<file path="config.mk">
export PLATFORM = sky130hd
export DESIGN_NAME = ltm_lum
export DESIGN_NICKNAME = d
export VERILOG_FILES = /design/src/rtl/ltm_pkg.sv /design/src/rtl/ltm_lum.sv
export SDC_FILE = /design/constraint.sdc
export NUM_CORES = 2
export LEC_CHECK = 0
export ABC_AREA = 1
export BUFFER_PORTS_ARGS = -buffer_cell sky130_fd_sc_hd__buf_4
export CORE_UTILIZATION = 60
export CTS_CLUSTER_SIZE = 16
export DETAILED_ROUTE_END_ITERATION = 16
export PLACE_DENSITY = 0.75
export SLEW_MARGIN = 0
export SYNTH_ARGS = -nofsm -noshare
export SYNTH_HDL_FRONTEND = slang
export SYNTH_SLANG_ARGS = --single-unit
</file>
<file path="constraint.sdc">
create_clock -name clk -period 7.1 [get_ports clk]
set_input_delay 1.065 -clock clk [delete_from_list [all_inputs] [get_ports clk]]
set_output_delay 1.065 -clock clk [all_outputs]
set_load 0.005 [all_outputs]
</file>
<file path="src/rtl/ltm_pkg.sv">
// Shared constants and word types for the luminance tone mapper.
package ltm_pkg;

    localparam int RADIANCE_FRAC_BITS = 16;
    localparam int WEIGHT_FRAC_BITS   = 14;
    localparam int SCALE_FRAC_BITS    = 16;

    localparam int RAD_W    = 32;
    localparam int WEIGHT_W = 16;
    localparam int LEVEL_W  = 8;
    localparam int NUM_CHAN = 3;

    localparam int PEAK_BITS = LEVEL_W;
    localparam logic [PEAK_BITS-1:0] PEAK_LEVEL = PEAK_BITS'(255);

    // weight * radiance, luminance sum, 255 * luminance
    localparam int PROD_W   = WEIGHT_W + RAD_W;
    localparam int LUM_W    = PROD_W + 2;
    localparam int SCALED_W = LUM_W + PEAK_BITS;
    localparam int DEN_W    = LUM_W + 1;

    // peak level with SCALE_FRAC_BITS fraction bits, below 255 * 2^SCALE_FRAC_BITS
    localparam int PEAK_W  = PEAK_BITS + SCALE_FRAC_BITS;
    localparam int CHPROD_W = PEAK_W + RAD_W;

    localparam logic [DEN_W-1:0] LUM_ONE =
        DEN_W'(1) << (RADIANCE_FRAC_BITS + WEIGHT_FRAC_BITS);

    localparam int S_TDATA_W = NUM_CHAN * RAD_W;
    localparam int M_TDATA_W = NUM_CHAN * LEVEL_W;

    localparam int CFG_INDEX_W = 2;
    localparam logic [CFG_INDEX_W-1:0] REG_RED_WEIGHT   = CFG_INDEX_W'(0);
    localparam logic [CFG_INDEX_W-1:0] REG_GREEN_WEIGHT = CFG_INDEX_W'(1);
    localparam logic [CFG_INDEX_W-1:0] REG_BLUE_WEIGHT  = CFG_INDEX_W'(2);

    localparam logic [WEIGHT_W-1:0] RED_WEIGHT_RESET   = WEIGHT_W'(3483);
    localparam logic [WEIGHT_W-1:0] GREEN_WEIGHT_RESET = WEIGHT_W'(11718);
    localparam logic [WEIGHT_W-1:0] BLUE_WEIGHT_RESET  = WEIGHT_W'(1183);

    typedef struct packed {
        logic [RAD_W-1:0] blue;
        logic [RAD_W-1:0] green;
        logic [RAD_W-1:0] red;
    } pixel_t;

    typedef struct packed {
        logic [LEVEL_W-1:0] blue;
        logic [LEVEL_W-1:0] green;
        logic [LEVEL_W-1:0] red;
    } level_t;

    // data that rides along with the arithmetic
    typedef struct packed {
        pixel_t           pix;
        logic [RAD_W-1:0] peak;   // brightest channel
        logic             black;  // all channels zero
    } side_t;

    typedef struct packed {
        side_t                side;
        logic [LUM_W-1:0]     rem;  // (255 * L) >> 8
        logic [PEAK_BITS-1:0] low;  // (255 * L) low bits
        logic [DEN_W-1:0]     den;  // L + one
    } div_in_t;

    typedef struct packed {
        side_t             side;
        logic [PEAK_W-1:0] peak_level;
    } scale_in_t;

endpackage

</file>
<file path="src/rtl/ltm_lum.sv">
// Luminance stages: weight products, sum, and divider operand setup.
module ltm_lum (
    input  logic                          clk,
    input  logic                          rst_n,
    input  logic                          en,
    input  logic                          in_valid,
    input  ltm_pkg::pixel_t               pix,
    input  logic [ltm_pkg::WEIGHT_W-1:0]  red_weight,
    input  logic [ltm_pkg::WEIGHT_W-1:0]  green_weight,
    input  logic [ltm_pkg::WEIGHT_W-1:0]  blue_weight,
    output logic                          out_valid,
    output ltm_pkg::div_in_t              out_word
);
    import ltm_pkg::*;

    logic [2:0]          valid_reg;
    logic [PROD_W-1:0]   prod_red_reg;
    logic [PROD_W-1:0]   prod_green_reg;
    logic [PROD_W-1:0]   prod_blue_reg;
    side_t               side1_reg;
    side_t               side2_reg;
    logic [LUM_W-1:0]    lum_reg;
    div_in_t             word_reg;

    side_t               side1_next;
    logic [SCALED_W-1:0] scaled;

    // brightest channel, ties to red then green
    always_comb
    begin
        side1_next.pix   = pix;
        if (pix.red >= pix.green && pix.red >= pix.blue)
            side1_next.peak = pix.red;
        else if (pix.green >= pix.blue)
            side1_next.peak = pix.green;
        else
            side1_next.peak = pix.blue;
        side1_next.black = (side1_next.peak == '0);
    end

    assign scaled = SCALED_W'(lum_reg) * SCALED_W'(PEAK_LEVEL);

    always_ff @(posedge clk or negedge rst_n)
    begin
        if (!rst_n)
            valid_reg <= '0;
        else if (en)
            valid_reg <= {valid_reg[1:0], in_valid};
    end

    always_ff @(posedge clk)
    begin
        if (en)
        begin
            prod_red_reg   <= PROD_W'(red_weight) * PROD_W'(pix.red);
            prod_green_reg <= PROD_W'(green_weight) * PROD_W'(pix.green);
            prod_blue_reg  <= PROD_W'(blue_weight) * PROD_W'(pix.blue);
            side1_reg      <= side1_next;

            lum_reg   <= LUM_W'(prod_red_reg) + LUM_W'(prod_green_reg)
                       + LUM_W'(prod_blue_reg);
            side2_reg <= side1_reg;

            word_reg.side <= side2_reg;
            word_reg.rem  <= scaled[SCALED_W-1:PEAK_BITS];
            word_reg.low  <= scaled[PEAK_BITS-1:0];
            word_reg.den  <= DEN_W'(lum_reg) + LUM_ONE;
        end
    end

    assign out_valid = valid_reg[2];
    assign out_word  = word_reg;

endmodule

</file>
# Yosys cells after proc, flatten, opt, wreduce, memory -nomap -nowiden
# Cells that the tools add are included.
[op_classes]
muxes = 2
addsub = 3
n_reduce_logical = 2
n_mul = 4
n_lt_le_gt_ge = 3
[ops]
columns = ["cell", "n"]
rows = [
  ["$mul A16 B32 Y48", 3],
  ["$ge A32 B32 Y1", 3],
  ["$mux W32", 2],
  ["$mul A50 B8 Y58 const B", 1],
  ["$add A50 B31 Y51 const B", 1],
  ["$add A49 B48 Y50", 1],
  ["$add A48 B48 Y49", 1],
  ["$logic_not A32 Y1", 1],
  ["$logic_and A1 B1 Y1", 1],
]
[word_totals]
in_bits = 148
ff_bits = 693

# Logic depth before layout (Yosys ltp)
[logic_depth]
word_depth = 4
mapped_depth = 29
ltp_nobuf = 27

# Worst setup path before layout
# No wires, ideal clock.
[synth_timing]
path_type = "input to register"
from = "input port pix[39] (netlist bit)"
to = "register prod_green_reg[41] (data pin)"
setup_slack_ns = 0.486
path_buffers = 2
arrival_time_ns = 6.354
path_stages = 28
setup_time_ns = 0.260
required_time_ns = 6.840
cell_sequence = "clkbuf_1 clkbuf_1 nand2_1 fa_1 inv_1 fa_1 inv_1 fa_1 inv_1 fa_1 fa_1 inv_1 fa_1 inv_1 ha_1 a21oi_1 inv_1 a21oi_1 o21ai_0 nand2_1 nand2_1 a21oi_1 inv_1 nand3_1 nand3_1 nand3_1 nand2_1 xor2_1"
[synth_between]
elab_chain_len = 1
[synth_lines]
columns = ["element", "line", "rtl"]
rows = [
  ["start, declared", "ltm_lum.sv:7", "input ltm_pkg::pixel_t pix,"],
  ["$mul A16 B32 Y48", "ltm_lum.sv:56", "prod_green_reg <= PROD_W'(green_weight) * PROD_W'(pix.green);"],
  ["end signal, assigned", "ltm_lum.sv:56", ""],
  ["end, declared", "ltm_lum.sv:18", "logic [PROD_W-1:0] prod_green_reg;"],
]
# No other way between the ends.
# A chain may end at the register's enable or synchronous reset.

# Worst setup path in the final report
[layout_timing]
from = "input port red_weight[7] (netlist bit)"
to = "register prod_red_reg[45] (data pin)"
[layout_between]
elab_chain_len = 1
[layout_lines]
columns = ["element", "line", "rtl"]
rows = [
  ["start, declared", "ltm_lum.sv:8", "input logic [ltm_pkg::WEIGHT_W-1:0] red_weight,"],
  ["$mul A16 B32 Y48", "ltm_lum.sv:55", "prod_red_reg <= PROD_W'(red_weight) * PROD_W'(pix.red);"],
  ["end signal, assigned", "ltm_lum.sv:55", ""],
  ["end, declared", "ltm_lum.sv:17", "logic [PROD_W-1:0] prod_red_reg;"],
]
# No other way between the ends.

==> impl_metrics.json <==
{
  "outcome": "finished, final reports clean",
  "hold_buffers": 0,
  "final_common_cell": "inv_1",
  "cpMostUsedCell": "fa_1",
  "first_pass_iters": 6,
  "arrival_ns": 7.01,
  "syn-num-nets": 11950,
  "yosysUniqueCellTypes": 55,
  "yosysWarnings": 0,
  "syn_area_per_cell_um2": 9.116,
  "core_um2": 145600,
  "hpwl_mm": 213.0,
  "r2r_slack_ns": 2.08,
  "fin_skew_ns": 0.07253,
  "gp_congestion": 0.9852,
  "cts_tree": "built",
  "rows": 140,
  "grt_max_degree": 177,
  "cp_slowest_cell": "fa_1",
  "crit_type": "input port to flip-flop",
  "drc": 0,
  "fin_crit_ns": 6.529,
  "cp_max_fo": 20,
  "ys_ff_latch": 692,
  "cp_top_family": "adder cells",
  "slowest_delay_ns": 0.57,
  "start_kind": "input port",
  "final_cell_mix": "inv_1 (2653), nand2_1 (2150), fa_1 (1543), edfxtp_1 (689), ha_1 (599)",
  "drv_cap": 0,
  "netlist_area_um2": 88030,
  "start_util_pct": 60.47,
  "dpl_cell_area_um2": 93530,
  "hold_ws_ns": 0.1438,
  "nets": 12250,
  "dp.cells": 11800,
  "vias": 66520,
  "ios": 387,
  "dieHeight_um": 385.0,
  "grt_pass1_vias": 71290,
  "fin_cells": 11950,
  "fmax_ghz": 0.1532,
  "fp.dieArea_um2": 148200,
  "cp.buffers_inverters": 5,
  "overflow": 0,
  "r2r-start": "lum_reg[32]",
  "synth-seq-area-share_pct": 23.59,
  "wire_per_inst_um": 21.94,
  "synth_top_area_share_pct": 35.09,
  "post-route-period-util_pct": 91.95,
  "drt-initial-drc-count": 5943,
  "clk_path_buf_depth": 3,
  "viasPerCell": 5.566,
  "drive_above_1_share_pct": 7.643,
  "grt_first_pass_wirelength_mm": 408.2,
  "synth.largest_area_cell": "fa_1",
  "die_w_um": 385.0,
  "max_slew_margin_pct": 21.73,
  "yosys-top-cells-area": "fa_1 (35%), edfxtp_1 (24%), inv_1 (11%)",
  "grt_antenna_before_repair": 29,
  "worstSkewPairLatency_ns": 0.73,
  "grt_util_all_layers_pct": 36.64,
  "worst_ep_required_time_ns": 7.58,
  "r2r.worst_path.cells": 17,
  "slew_violations": 0,
  "setup_slack_ns": 0.5713,
  "path_clk_slew_ns": 0.06,
  "cts-resized-gates": 0,
  "finalSetupViolCount": 0,
  "final_hold_viol_count": 0,
  "cts_sinks": 692,
  "cts_max_level": 3,
  "grt_setup_unrepaired": "false",
  "place_ws_ns": -0.08180,
  "tightestPinTransition_ns": 1.174,
  "ys.flop_type": "edfxtp_1",
  "final_area_um2": 96200,
  "cts_setup_buffers": 0,
  "worstSetupEndpointType": "flip-flop",
  "routed_wl_mm": 262.2,
  "syn_inst": 9656,
  "area_growth_pct": 9.289,
  "synth_edf_count": 689,
  "largest_reg_flops": 237,
  "ys_async_sr_fraction_pct": 0.4335,
  "r2r_end": "out_word[107]",
  "min_path_type": "input port to async pin",
  "antenna_left": 0,
  "clockRootBuffer": "clkbuf_16",
  "io_buffers": 386,
  "cts-buffers-inserted": 78,
  "crit_chain": "buf_4, buf_4, nand2_1, fa_1, inv_1, fa_1, fa_1, fa_1, fa_1, inv_1, fa_1, inv_1, ha_1, a21oi_1, o21ai_0, a21oi_1, o21ai_0, a31oi_1, o21ai_1, a21oi_1, xor2_1"
}
[per-stage QoR]
| stage | TNS, ns | util (%) |
|---|---|---|
| 6_report | 0 | 66.09 |
| 5_1_grt | 0 | 66.09 |
| 4_1_cts | 0 | 66.07 |
| 3_5_place_dp | -0.1930 | 64.25 |
| 3_3_place_gp | -0.1159 | 64.25 |
| 2_1_floorplan | 0 | - |
[cells by family (layout without fill, tap and decap cells)]
logic type / after synthesis / after routing / synth area share (%)
AOI/OAI and AO/OA: 767 / 767 / 4.925
adders and majority gates: 2142 / 2142 / 43.60
other: 0 / 12 / 0
xor gates and xnor gates: 254 / 254 / 2.527
muxes: 1 / 1 / 0.01279
buffers and inverters: 3012 / 3378 / 12.92
and+or+nand+nor: 2788 / 2788 / 12.42
DFF: 692 / 692 / 23.59
[worst register-to-register path: cells and delay by family, from the launching register on]
family,cells,cell delay (ns)
buf+inv,3,0.20
compound gates,4,0.80
flops,1,0.54
simple gates,4,0.62
xor+xnor,1,0.16
fa+ha+maj,5,2.44
[cell usage after synthesis (all sizes together) (20+ instances only)]
cell type	n
o21ai	200
clkbuf	339
a21oi	398
nor3	25
xor2	158
o21a	27
nand2	2156
nor2	387
a21o	20
ha	599
a31oi	58
nand3	156
o21bai	22
edfxtp	689
xnor2	96
nand4	28
fa	1543
inv	2655
[how the worst max path moves through the flow]
stage	startpoint	end	slack (ns)	cells past startpoint
final	red_weight[7]	prod_red_reg[45]	0.57	21
after global routing	pix[6]	prod_red_reg[28]	0.31	23
after CTS	pix[6]	prod_red_reg[28]	0.61	22
after detailed placement	red_weight[7]	prod_red_reg[45]	-0.08	21
after global placement	red_weight[7]	prod_red_reg[45]	-0.08	21
after floorplan	pix[39]	prod_green_reg[41]	0.49	28
[cell type report]
class | instances | area (µm²)
timing repair buffer | 583 | 4509
sequential | 692 | 20760
clock inverter | 52 | 654.4
multi-input combinational | 5952 | 55890
tap | 1917 | 2399
clock buffer | 88 | 1989
antenna | 12 | 30.03
fill | 11650 | 49360
inverter | 2655 | 9966
[routing by layer]
metal | global-route usage (%) | share of wire (%) | vias to the layer above
li1 | - | - | 29220
met3 | 7.258 | 9.6 | 856
met2 | 58.87 | 46 | 3483
met4 | 19.83 | 6.3 | 2
met1 | 46.98 | 38 | 32960
met5 | 0 | 0.0050 | -
Power is left out: the tool's default activity adds up to more than one toggle a clock period on the data nets, which glitch-free logic cannot reach.
