<file path="src/rtl/ltm_pkg.sv">
// Shared constants and word types for the luminance tone mapper.
package ltm_pkg;

    localparam int RADIANCE_FRAC_BITS = 16;
    localparam int WEIGHT_FRAC_BITS   = 14;
    localparam int SCALE_FRAC_BITS    = 16;

    localparam int RAD_W    = 32;
    localparam int WEIGHT_W = 16;
    localparam int LEVEL_W  = 8;
    localparam int NUM_CHAN = 3;

    localparam int PEAK_BITS = LEVEL_W;
    localparam logic [PEAK_BITS-1:0] PEAK_LEVEL = PEAK_BITS'(255);

    // weight * radiance, luminance sum, 255 * luminance
    localparam int PROD_W   = WEIGHT_W + RAD_W;
    localparam int LUM_W    = PROD_W + 2;
    localparam int SCALED_W = LUM_W + PEAK_BITS;
    localparam int DEN_W    = LUM_W + 1;

    // peak level with SCALE_FRAC_BITS fraction bits, below 255 * 2^SCALE_FRAC_BITS
    localparam int PEAK_W  = PEAK_BITS + SCALE_FRAC_BITS;
    localparam int CHPROD_W = PEAK_W + RAD_W;

    localparam logic [DEN_W-1:0] LUM_ONE =
        DEN_W'(1) << (RADIANCE_FRAC_BITS + WEIGHT_FRAC_BITS);

    localparam int S_TDATA_W = NUM_CHAN * RAD_W;
    localparam int M_TDATA_W = NUM_CHAN * LEVEL_W;

    localparam int CFG_INDEX_W = 2;
    localparam logic [CFG_INDEX_W-1:0] REG_RED_WEIGHT   = CFG_INDEX_W'(0);
    localparam logic [CFG_INDEX_W-1:0] REG_GREEN_WEIGHT = CFG_INDEX_W'(1);
    localparam logic [CFG_INDEX_W-1:0] REG_BLUE_WEIGHT  = CFG_INDEX_W'(2);

    localparam logic [WEIGHT_W-1:0] RED_WEIGHT_RESET   = WEIGHT_W'(3483);
    localparam logic [WEIGHT_W-1:0] GREEN_WEIGHT_RESET = WEIGHT_W'(11718);
    localparam logic [WEIGHT_W-1:0] BLUE_WEIGHT_RESET  = WEIGHT_W'(1183);

    typedef struct packed {
        logic [RAD_W-1:0] blue;
        logic [RAD_W-1:0] green;
        logic [RAD_W-1:0] red;
    } pixel_t;

    typedef struct packed {
        logic [LEVEL_W-1:0] blue;
        logic [LEVEL_W-1:0] green;
        logic [LEVEL_W-1:0] red;
    } level_t;

    // data that rides along with the arithmetic
    typedef struct packed {
        pixel_t           pix;
        logic [RAD_W-1:0] peak;   // brightest channel
        logic             black;  // all channels zero
    } side_t;

    typedef struct packed {
        side_t                side;
        logic [LUM_W-1:0]     rem;  // (255 * L) >> 8
        logic [PEAK_BITS-1:0] low;  // (255 * L) low bits
        logic [DEN_W-1:0]     den;  // L + one
    } div_in_t;

    typedef struct packed {
        side_t             side;
        logic [PEAK_W-1:0] peak_level;
    } scale_in_t;

endpackage

</file>
<file path="src/rtl/ltm_out_slice.sv">
// Output register with skid entry; the pipeline enable comes from a flop.
module ltm_out_slice (
    input  logic            clk,
    input  logic            rst_n,
    input  logic            in_valid,
    input  ltm_pkg::level_t in_word,
    output logic            en,
    output logic            out_valid,
    output ltm_pkg::level_t out_word,
    input  logic            out_ready
);
    import ltm_pkg::*;

    logic   out_valid_reg;
    logic   skid_valid_reg;
    level_t out_word_reg;
    level_t skid_word_reg;
    logic   push;
    logic   pop;

    assign en   = !skid_valid_reg;
    assign push = in_valid && en;
    assign pop  = out_valid_reg && out_ready;

    always_ff @(posedge clk or negedge rst_n)
    begin
        if (!rst_n)
        begin
            out_valid_reg  <= 1'b0;
            skid_valid_reg <= 1'b0;
        end
        else if (skid_valid_reg)
        begin
            if (pop)
                skid_valid_reg <= 1'b0;
        end
        else if (push)
        begin
            if (out_valid_reg && !pop)
                skid_valid_reg <= 1'b1;
            else
                out_valid_reg <= 1'b1;
        end
        else if (pop)
            out_valid_reg <= 1'b0;
    end

    always_ff @(posedge clk)
    begin
        if (skid_valid_reg)
        begin
            if (pop)
                out_word_reg <= skid_word_reg;
        end
        else if (push)
        begin
            if (out_valid_reg && !pop)
                skid_word_reg <= in_word;
            else
                out_word_reg <= in_word;
        end
    end

    assign out_valid = out_valid_reg;
    assign out_word  = out_word_reg;

endmodule

</file>
<file path="config.mk">
export PLATFORM = sky130hd
export DESIGN_NAME = ltm_out_slice
export DESIGN_NICKNAME = d
export VERILOG_FILES = /design/src/rtl/ltm_pkg.sv /design/src/rtl/ltm_out_slice.sv
export SDC_FILE = /design/constraint.sdc
export NUM_CORES = 1
export LEC_CHECK = 0
export BUFFER_PORTS_ARGS = -buffer_cell sky130_fd_sc_hd__buf_2
export CORE_ASPECT_RATIO = 0.7
export CORE_UTILIZATION = 54
export CTS_BUF_LIST = sky130_fd_sc_hd__clkbuf_16
export CTS_CLUSTER_DIAMETER = 200
export DETAILED_ROUTE_END_ITERATION = 6
export GPL_TIMING_DRIVEN = 0
export PLACE_DENSITY_LB_ADDON = 0.2
export SYNTH_ARGS = -nofsm -noshare
export SYNTH_HDL_FRONTEND = slang
export SYNTH_SLANG_ARGS = --single-unit
</file>
<file path="constraint.sdc">
create_clock -name clk -period 8.4 [get_ports clk]
set_clock_uncertainty 0.15 [all_clocks]
set_input_delay 0.84 -clock clk [delete_from_list [all_inputs] [get_ports clk]]
set_output_delay 0.84 -clock clk [all_outputs]
set_load 0.05 [all_outputs]
</file>
# Word-level counts from Yosys, hierarchy flattened
# Cells that the tools add are included.
classes:
  n_eq_ne: 3
  muxes: 11
  bitwise_logic: 1
  n_reduce_logical: 10
op_table:
  columns: ["op", "count"]
  rows:
  - ["$mux W24", 4]
  - ["$reduce_and A3 Y1", 3]
  - ["$mux W1", 7]
  - ["$ne A2 B2 Y1 const B", 2]
  - ["$reduce_bool A2 Y1", 2]
  - ["$logic_and A1 B1 Y1", 3]
  - ["$logic_not A1 Y1", 2]
  - ["$ne A2 B1 Y1 const B", 1]
  - ["$not A1 Y1", 1]
totals:
  ff_bits: 50
  in_bits: 28
  word_cells: 33

# Longest topological paths before layout
# Gate-level depths: netlist of the first run.
depth:
  depth_word: 6
  mapped_depth: 4
  depth_no_buf: 2

# Least setup slack after synthesis of the first run
# No wires, ideal clock.
synth_timing:
  path_type: "input to register"
  start: "input port in_valid"
  end: "register skid_word_reg[0] in the netlist's numbering (enable)"
  setup_ns: 0.435
  arrival_ns: 2.583
  required_ns: 7.815
  slack_ns: 5.232
  path_stages: 2
  path_cell_list: "nand2b_1 -> nor3_1"
synth_between:
  elab_chain_cells: 2
synth_lines:
  columns: ["element", "line", "text"]
  rows:
  - ["start, declared", "ltm_out_slice.sv:5", "input logic in_valid,"]
  - ["$logic_and A1 B1 Y1", "ltm_out_slice.sv:22", "assign push = in_valid && en;"]
  - ["$reduce_and A3 Y1 (no source line)", null, null]
  - ["end signal, assigned", "ltm_out_slice.sv:58", "skid_word_reg <= in_word;"]
  - ["end, declared", "ltm_out_slice.sv:17", "level_t skid_word_reg;"]
# Every way passes these cells.
# A chain may end at the register's enable or synchronous reset.

# Worst setup path after layout of the first run
layout_timing:
  start: "register skid_valid_reg"
  end: "output port en"
layout_between:
  elab_chain_cells: 1
layout_lines:
  columns: ["element", "line", "text"]
  rows:
  - ["start, declared", "ltm_out_slice.sv:15", "logic skid_valid_reg;"]
  - ["start signal, assigned", "ltm_out_slice.sv:30", "skid_valid_reg <= 1'b0;"]
  - ["start signal, assigned", "ltm_out_slice.sv:35", "skid_valid_reg <= 1'b0;"]
  - ["start signal, assigned", "ltm_out_slice.sv:40", "skid_valid_reg <= 1'b1;"]
  - ["$logic_not A1 Y1", "ltm_out_slice.sv:21", "assign en = !skid_valid_reg;"]
  - ["end, declared", "ltm_out_slice.sv:7", "output logic en,"]
# Every way passes these cells.

==> impl_results.md, run 1 <==
- Reg-to-reg setup timing slack: 6.36 ns
- Core area: 0.003233 sq mm
- CTS tree: built
- Overall Power: 0.9461 mW
- Setup TNS: 0 ns
- Mapped Cells: 87
- DP Worst Slack: 6.026 ns
- Max_cap viols: 0
- Largest area contributor in the netlist: edfxtp_1
- Syn_nets: 115
- Share of cells above drive strength 1: 60.00%
- CP max FO: 10
- Drt first pass iters: 4
- Yosys top cell area share: 77.16%
- WL/cell: 14.75 um
- Final worst-path cycle share: 26.89%
- Antenna cells: 0
- Max frequency: 442.7 MHz
- Ports: 54
- Area grow syn2layout: 27.06%
- Remaining Overflow, GRT: 0
- Num Clock Sinks: 50
- Setup bufs post-CTS: 0
- Initial antenna violation count: 0
- Vias per cell: 4.863
- Most area-consuming cells after synthesis: edfxtp_1 (77%), mux2_2 (10%), mux2_4 (5.6%), dfrtp_1 (2.7%), buf_6 (1.2%)
- Final setup violating endpoints: 0
- Initial DRC Count: 58
- Post-synth cell types: 14
- Full die area: 0.003702 sq mm
- Reg-to-reg startpoint: skid_valid_reg
- Clk root buf: clkbuf_16
- Placed cells: 190
- CTS Buffer Depth: 2
- Synth Cell Area: 0.001868 sq mm
- Syn Area/Cell: 21.47 sq um
- Crit path from: skid_valid_reg
- # fillers: 216
- Post-cts resize count: 0
- Reg2reg path depth: 5
- RSZ-0062 raised after global routing: false
- Synth cell count leaders: edfxtp_1 (48), mux2_2 (17), mux2_4 (7)
- WP data arrival: 1.27 ns
- Top_reg_cell synth: edfxtp_1
- Ys async rst share: 4.000%
- Post-CTS Hold Buffers: 0
- Std-Cell Rows: 17
- IO Port Bufs: 53
- Worst VDD drop: 209.1 uV
- WS Path Type: register to primary output
- Vias in the first global route: 953
- HPWL Detailed: 2.151 mm
- Die Span Y: 51.21 um
- Status: finished, final reports clean
- Final hold slack: 0.1886 ns
- WP data required: 7.41 ns
- Synthesized flop and latch total: 50
- Most numerous cell in the Yosys netlist: edfxtp_1
- Crit end category: primary output
- YS warnings: 0
- RR Endpoint: out_word[1]
- Clock-pin slew on the worst setup and hold paths: 0.06 ns
- Nets@finish: 178
- Slew @ Worst Pin: 0.6901 ns
- Post-synthesis sequential area ratio: 79.84%
- Via count: 958
- Post-Route Utilization: 73.41%
- LEAKAGE: 0.9363 nW
- First-pass GRT wire length: 4.629 mm
- Slew HR: 53.95%
- HP Class: input pin to asynchronous set/reset pin
- Setup WS post-layout: 6.141 ns
- Max-slew violation count: 0
- Dpl cell area: 0.002241 sq mm
- GRT Util Overall: 18.10%
- Startpoint types: register
- Pwr/cell area: 398.6 mW/mm^2
- Design Area, Final: 0.002374 sq mm
- Final hold viol count: 0
- DRT antenna net count: 0
- Initial Util: 57.78%
- # DRC: 0
- Fin cells: 197
- Post-synth EDFFs: 48
- Crit path time final: 2.259 ns
- Num CTS Buffers: 5
- Pin count of the biggest net entering global routing: 15
- Die width: 72.30 um
- Worst-Skew Late Latency: 0.28 ns
- # H-tree levels: 2
- Routability congestion estimate: 0.6936
- Routed WL: 2.905 mm
-- cells by family after synthesis --
family	synth area share, %
DFF	79.84
muxes	15.87
buffers and inverters	1.875
AOI/OAI and AO/OA	1.272
and+or+nand+nor	1.139
-- worst max-delay path, cell delays in order, from the launching register on --
cell	delay [ns]
dfrtp_1	0.39
buf_6	0.15
buf_6	0.15
inv_1	0.05
buf_2	0.25
-- report_power, final --
part	switching (mW)	internal (mW)
combinational	0.272	0.115
clock	0.0741	0.106
sequential	0.0167	0.362
total	0.363	0.583
-- worst max-delay path by stage --
| stage | endpoint | slack, ns | cells after the start |
|---|---|---|---|
| global route | en | 6.09 | 4 |
| CTS | en | 6.13 | 4 |
| floorplan | skid_word_reg[0] | 5.23 | 2 |
| detailed placement | out_word[1] | 6.03 | 4 |
| finish | en | 6.14 | 4 |
| global placement | skid_word_reg[0] | 4.28 | 3 |
-- layer usage --
metal	global-route usage (%)	wire, um	vias to the layer above
met3	5.523	161	5
met4	7.843	32	0
met5	0	0	-
met2	27.26	1426	32
li1	-	-	469
met1	24.69	1283	452
-- placed cells by master, fill, tap and decap left out --
cell,synthesis,final
mux2_4,7,7
nor2b_1,1,1
dfrtp_1,2,2
edfxtp_1,48,48
buf_6,2,4
nand2b_1,1,1
buf_2,1,54
clkbuf_16,0,5
inv_1,2,4
a2bb2oi_2,0,1
buf_8,0,1
a21oi_1,2,2
nand2_1,1,1
nor3_2,0,1
mux2_2,17,17
o21ai_0,1,1
-- cell type report --
type,count,area (sq um),share of cell area [%]
clock buffers,5,125.1,5.271
multi-input cells,32,352.8,14.87
well taps,47,58.81,2.478
flip-flops and latches,50,1491,62.84
plain buffers,3,27.53,1.160
inverters,2,7.507,0.3163
clock inverters,2,7.507,0.3163
repair buffers,56,302.8,12.76
No activity file was read; power rests on OpenSTA's default activity.
==> run 2, diff against run 1 <==
--- a/config.mk
+++ b/config.mk
@@ -5,9 +5,10 @@
 export SDC_FILE = /design/constraint.sdc
 export NUM_CORES = 1
 export LEC_CHECK = 0
+export ABC_AREA = 1
 export BUFFER_PORTS_ARGS = -buffer_cell sky130_fd_sc_hd__buf_2
 export CORE_ASPECT_RATIO = 0.7
-export CORE_UTILIZATION = 54
+export CORE_UTILIZATION = 50
 export CTS_BUF_LIST = sky130_fd_sc_hd__clkbuf_16
 export CTS_CLUSTER_DIAMETER = 200
 export DETAILED_ROUTE_END_ITERATION = 6
==> constraint.sdc (replaced) <==
create_clock -name clk -period 2.14 [get_ports clk]
set_clock_uncertainty 0.15 [all_clocks]
set_input_delay 0.214 -clock clk [delete_from_list [all_inputs] [get_ports clk]]
set_output_delay 0.214 -clock clk [all_outputs]
set_load 0.05 [all_outputs]
==> run 2 against run 1 <==
Effect of this change: synthesized cell count up 64%; first-iteration DRC count up 10%; flip-flop and latch count unchanged; non-clock buffer count up 24; via count up 35%; critical path type is now register to register; largest cell class unchanged.
==> impl_results.md, run 2 <==
- Status: finished, final reports clean (unchanged)
- Post-synth cell types: 12 (was 14)
- WL/cell: 12.16 um (was 14.75 um)
- Drt first pass iters: 4 (unchanged)
- Crit path time final: 1.892 ns
- # H-tree levels: 2 (unchanged)
- Routability congestion estimate: 0.6837 (was 0.6936)
- YS warnings: 0 (unchanged)
- First-pass GRT wire length: 5.244 mm (was 4.629 mm)
- Nets@finish: 256 (was 178)
- Routed WL: 3.394 mm (was 2.905 mm)
- Antenna cells: 0 (unchanged)
- Share of cells above drive strength 1: 32.31% (was 60.00%)
- Max_cap viols: 0 (unchanged)
- Reg-to-reg startpoint: skid_valid_reg (unchanged)
- Full die area: 0.004061 sq mm (was 0.003702 sq mm)
- Setup WS post-layout: 0.2479 ns (was 6.141 ns)
- Ys async rst share: 4.000% (unchanged)
- Worst VDD drop: 1206 uV (was 209.1 uV)
- Initial antenna violation count: 0 (unchanged)
- Top_reg_cell synth: edfxtp_1 (unchanged)
- Final hold slack: 0.07522 ns (was 0.1886 ns)
- RSZ-0062 raised after global routing: false (unchanged)
- Largest area contributor in the netlist: edfxtp_1 (unchanged)
- Reg-to-reg setup timing slack: 0.25 ns (was 6.36 ns)
- Pin count of the biggest net entering global routing: 25 (was 15)
- Most numerous cell in the Yosys netlist: nand2_1 (was edfxtp_1)
- CTS tree: built (unchanged)
- RR Endpoint: out_word[8] (was out_word[1])
- Num CTS Buffers: 5 (unchanged)
- Synth cell count leaders: nand2_1 (74), edfxtp_1 (48), nand2_2 (5) (was edfxtp_1 (48), mux2_2 (17), mux2_4 (7))
- Fin cells: 279 (was 197)
- Syn_nets: 171 (was 115)
- Die Span Y: 53.62 um (was 51.21 um)
- Startpoint types: register (unchanged)
- WHS Path Cells: 4
- Syn Area/Cell: 13.31 sq um (was 21.47 sq um)
- Final worst-path cycle share: 88.42%
- DP Worst Slack: -0.1920 ns (was 6.026 ns)
- Placed cells: 246 (was 190)
- Vias per cell: 4.631 (was 4.863)
- Via count: 1292 (was 958)
- Ports: 54 (unchanged)
- Yosys top cell area share: 75.74% (was 77.16%)
- CP max FO: 24 (was 10)
- Clk root buf: clkbuf_16 (unchanged)
- Final setup violating endpoints: 0 (unchanged)
- IO Port Bufs: 53 (unchanged)
- Initial Util: 53.14% (was 57.78%)
- Slew HR: 47.01% (was 53.95%)
- Hold Startpoint: out_ready
- LEAKAGE: 1.174 nW (was 0.9363 nW)
- HP Class: input pin to register (was input pin to asynchronous set/reset pin)
- DRT antenna net count: 0 (unchanged)
- Slew @ Worst Pin: 0.7930 ns (was 0.6901 ns)
- Die width: 75.74 um (was 72.30 um)
- Vias in the first global route: 1215 (was 953)
- Pwr/cell area: 1490 mW/mm^2 (was 398.6 mW/mm^2)
- Most area-consuming cells after synthesis: edfxtp_1 (76%), nand2_1 (15%), dfrtp_1 (2.6%), buf_6 (1.8%), nand2_2 (1.6%) (was edfxtp_1 (77%), mux2_2 (10%), mux2_4 (5.6%), dfrtp_1 (2.7%), buf_6 (1.2%))
- Num Clock Sinks: 50 (unchanged)
- GRT Util Overall: 18.42% (was 18.10%)
- CTS Buffer Depth: 2 (unchanged)
- Mapped Cells: 143 (was 87)
- Most common cell after layout, fill and taps aside: nand2_1 (was buf_2)
- Core area: 0.003581 sq mm (was 0.003233 sq mm)
- Hold endpoint: out_valid
- Max frequency: 528.5 MHz
- Synth Cell Area: 0.001903 sq mm (was 0.001868 sq mm)
- Post-synth EDFFs: 48 (unchanged)
- Std-Cell Rows: 18 (was 17)
- Initial DRC Count: 64 (was 58)
- WS Path Type: register to register (was register to primary output)
- Most frequent cells in the layout: nand2_1 (74), buf_2 (53), edfxtp_1 (48), dlygate4sd3_1 (25) (was buf_2 (54), edfxtp_1 (48), mux2_2 (17), mux2_4 (7), clkbuf_16 (5))
- Area grow syn2layout: 41.35% (was 27.06%)
- Post-synthesis sequential area ratio: 78.37% (was 79.84%)
- Max-slew violation count: 0 (unchanged)
- Final hold viol count: 0 (unchanged)
- # DRC: 0 (unchanged)
- Setup bufs post-CTS: 0 (unchanged)
- Worst-Skew Late Latency: 0.28 ns (about the same)
- Synthesized flop and latch total: 50 (unchanged)
- Reg2reg path depth: 4 (was 5)
- Clock-pin slew on the worst setup and hold paths: 0.06 ns (about the same)
- Crit end category: register (was primary output)
- WP data arrival: 1.65 ns (was 1.27 ns)
- Post-Route Utilization: 75.12% (was 73.41%)
- WP data required: 1.90 ns (was 7.41 ns)
- HPWL Detailed: 2.113 mm (was 2.151 mm)
- Remaining Overflow, GRT: 0 (unchanged)
run 2: power by group:
group          total (mW)  switching (mW)  leakage [nW]  internal, mW
Sequential           1.50          0.0664         0.474          1.43
Combinational        1.51            1.14         0.606         0.374
Clock                1.00           0.329        0.0940         0.671
run 2: critical path, cell delays in order, from the launching register on:
cell     delay (ns)
dfrtp_1        0.37
buf_6          0.15
inv_6          0.09
nand2_1        0.10
a21oi_4        0.65
run 2: cells by family after synthesis:
kind of cell    share of synthesized area (%)
flops                                   78.37
buf+inv                                 4.471
simple gates                            16.90
compound gates                         0.2627
run 2: worst max path at each step:
stage | startpoint | end | slack, ns | cells after the start
after floorplan | out_valid | out_word[0] | 0.05 | 2
after global placement | skid_valid_reg | out_word[21] | -0.14 | 4
after detailed placement | skid_valid_reg | out_word[0] | -0.19 | 4
after CTS | out_valid | skid_word_reg[20] | 0.12 | 4
after global routing | skid_valid_reg | out_word[8] | 0.12 | 4
final | skid_valid_reg | out_word[8] | 0.25 | 4
run 2: final cells by class:
class	count	area [sq um]
inverters	5	27.53
multi-input cells	83	337.8
flip-flops and latches	50	1491
fillers	226	890.9
clock buffers	5	125.1
plain buffers	5	61.31
repair buffers	78	515.5
clock inverters	3	68.82
well taps	50	62.56
run 2: repair_timing:
action / CTS / global route
hold endpoints to repair: 26 / 0
resized for setup: 1 / 1
hold buffers: 25 / 0
endpoints found under the setup margin: 24 / 24
run 2: per-layer routing:
metal | up-vias | GRT usage, % | part of all wire, %
li1 | 649 | - | -
met1 | 603 | 22.63 | 44
met5 | - | 0 | 0
met3 | 7 | 5.618 | 3.6
met2 | 33 | 30.97 | 51
met4 | 0 | 7.099 | 1.3
run 2: per-stage QoR:
step           cell area (sq um)  setup TNS [ns]  power (mW)
6_report                    2690               0       4.007
5_1_grt                     2690               0       4.190
4_1_cts                     2686               0       4.031
3_5_place_dp                2235          -4.577       2.988
3_3_place_gp                2235          -3.218       2.960
2_1_floorplan               1907               0       2.666
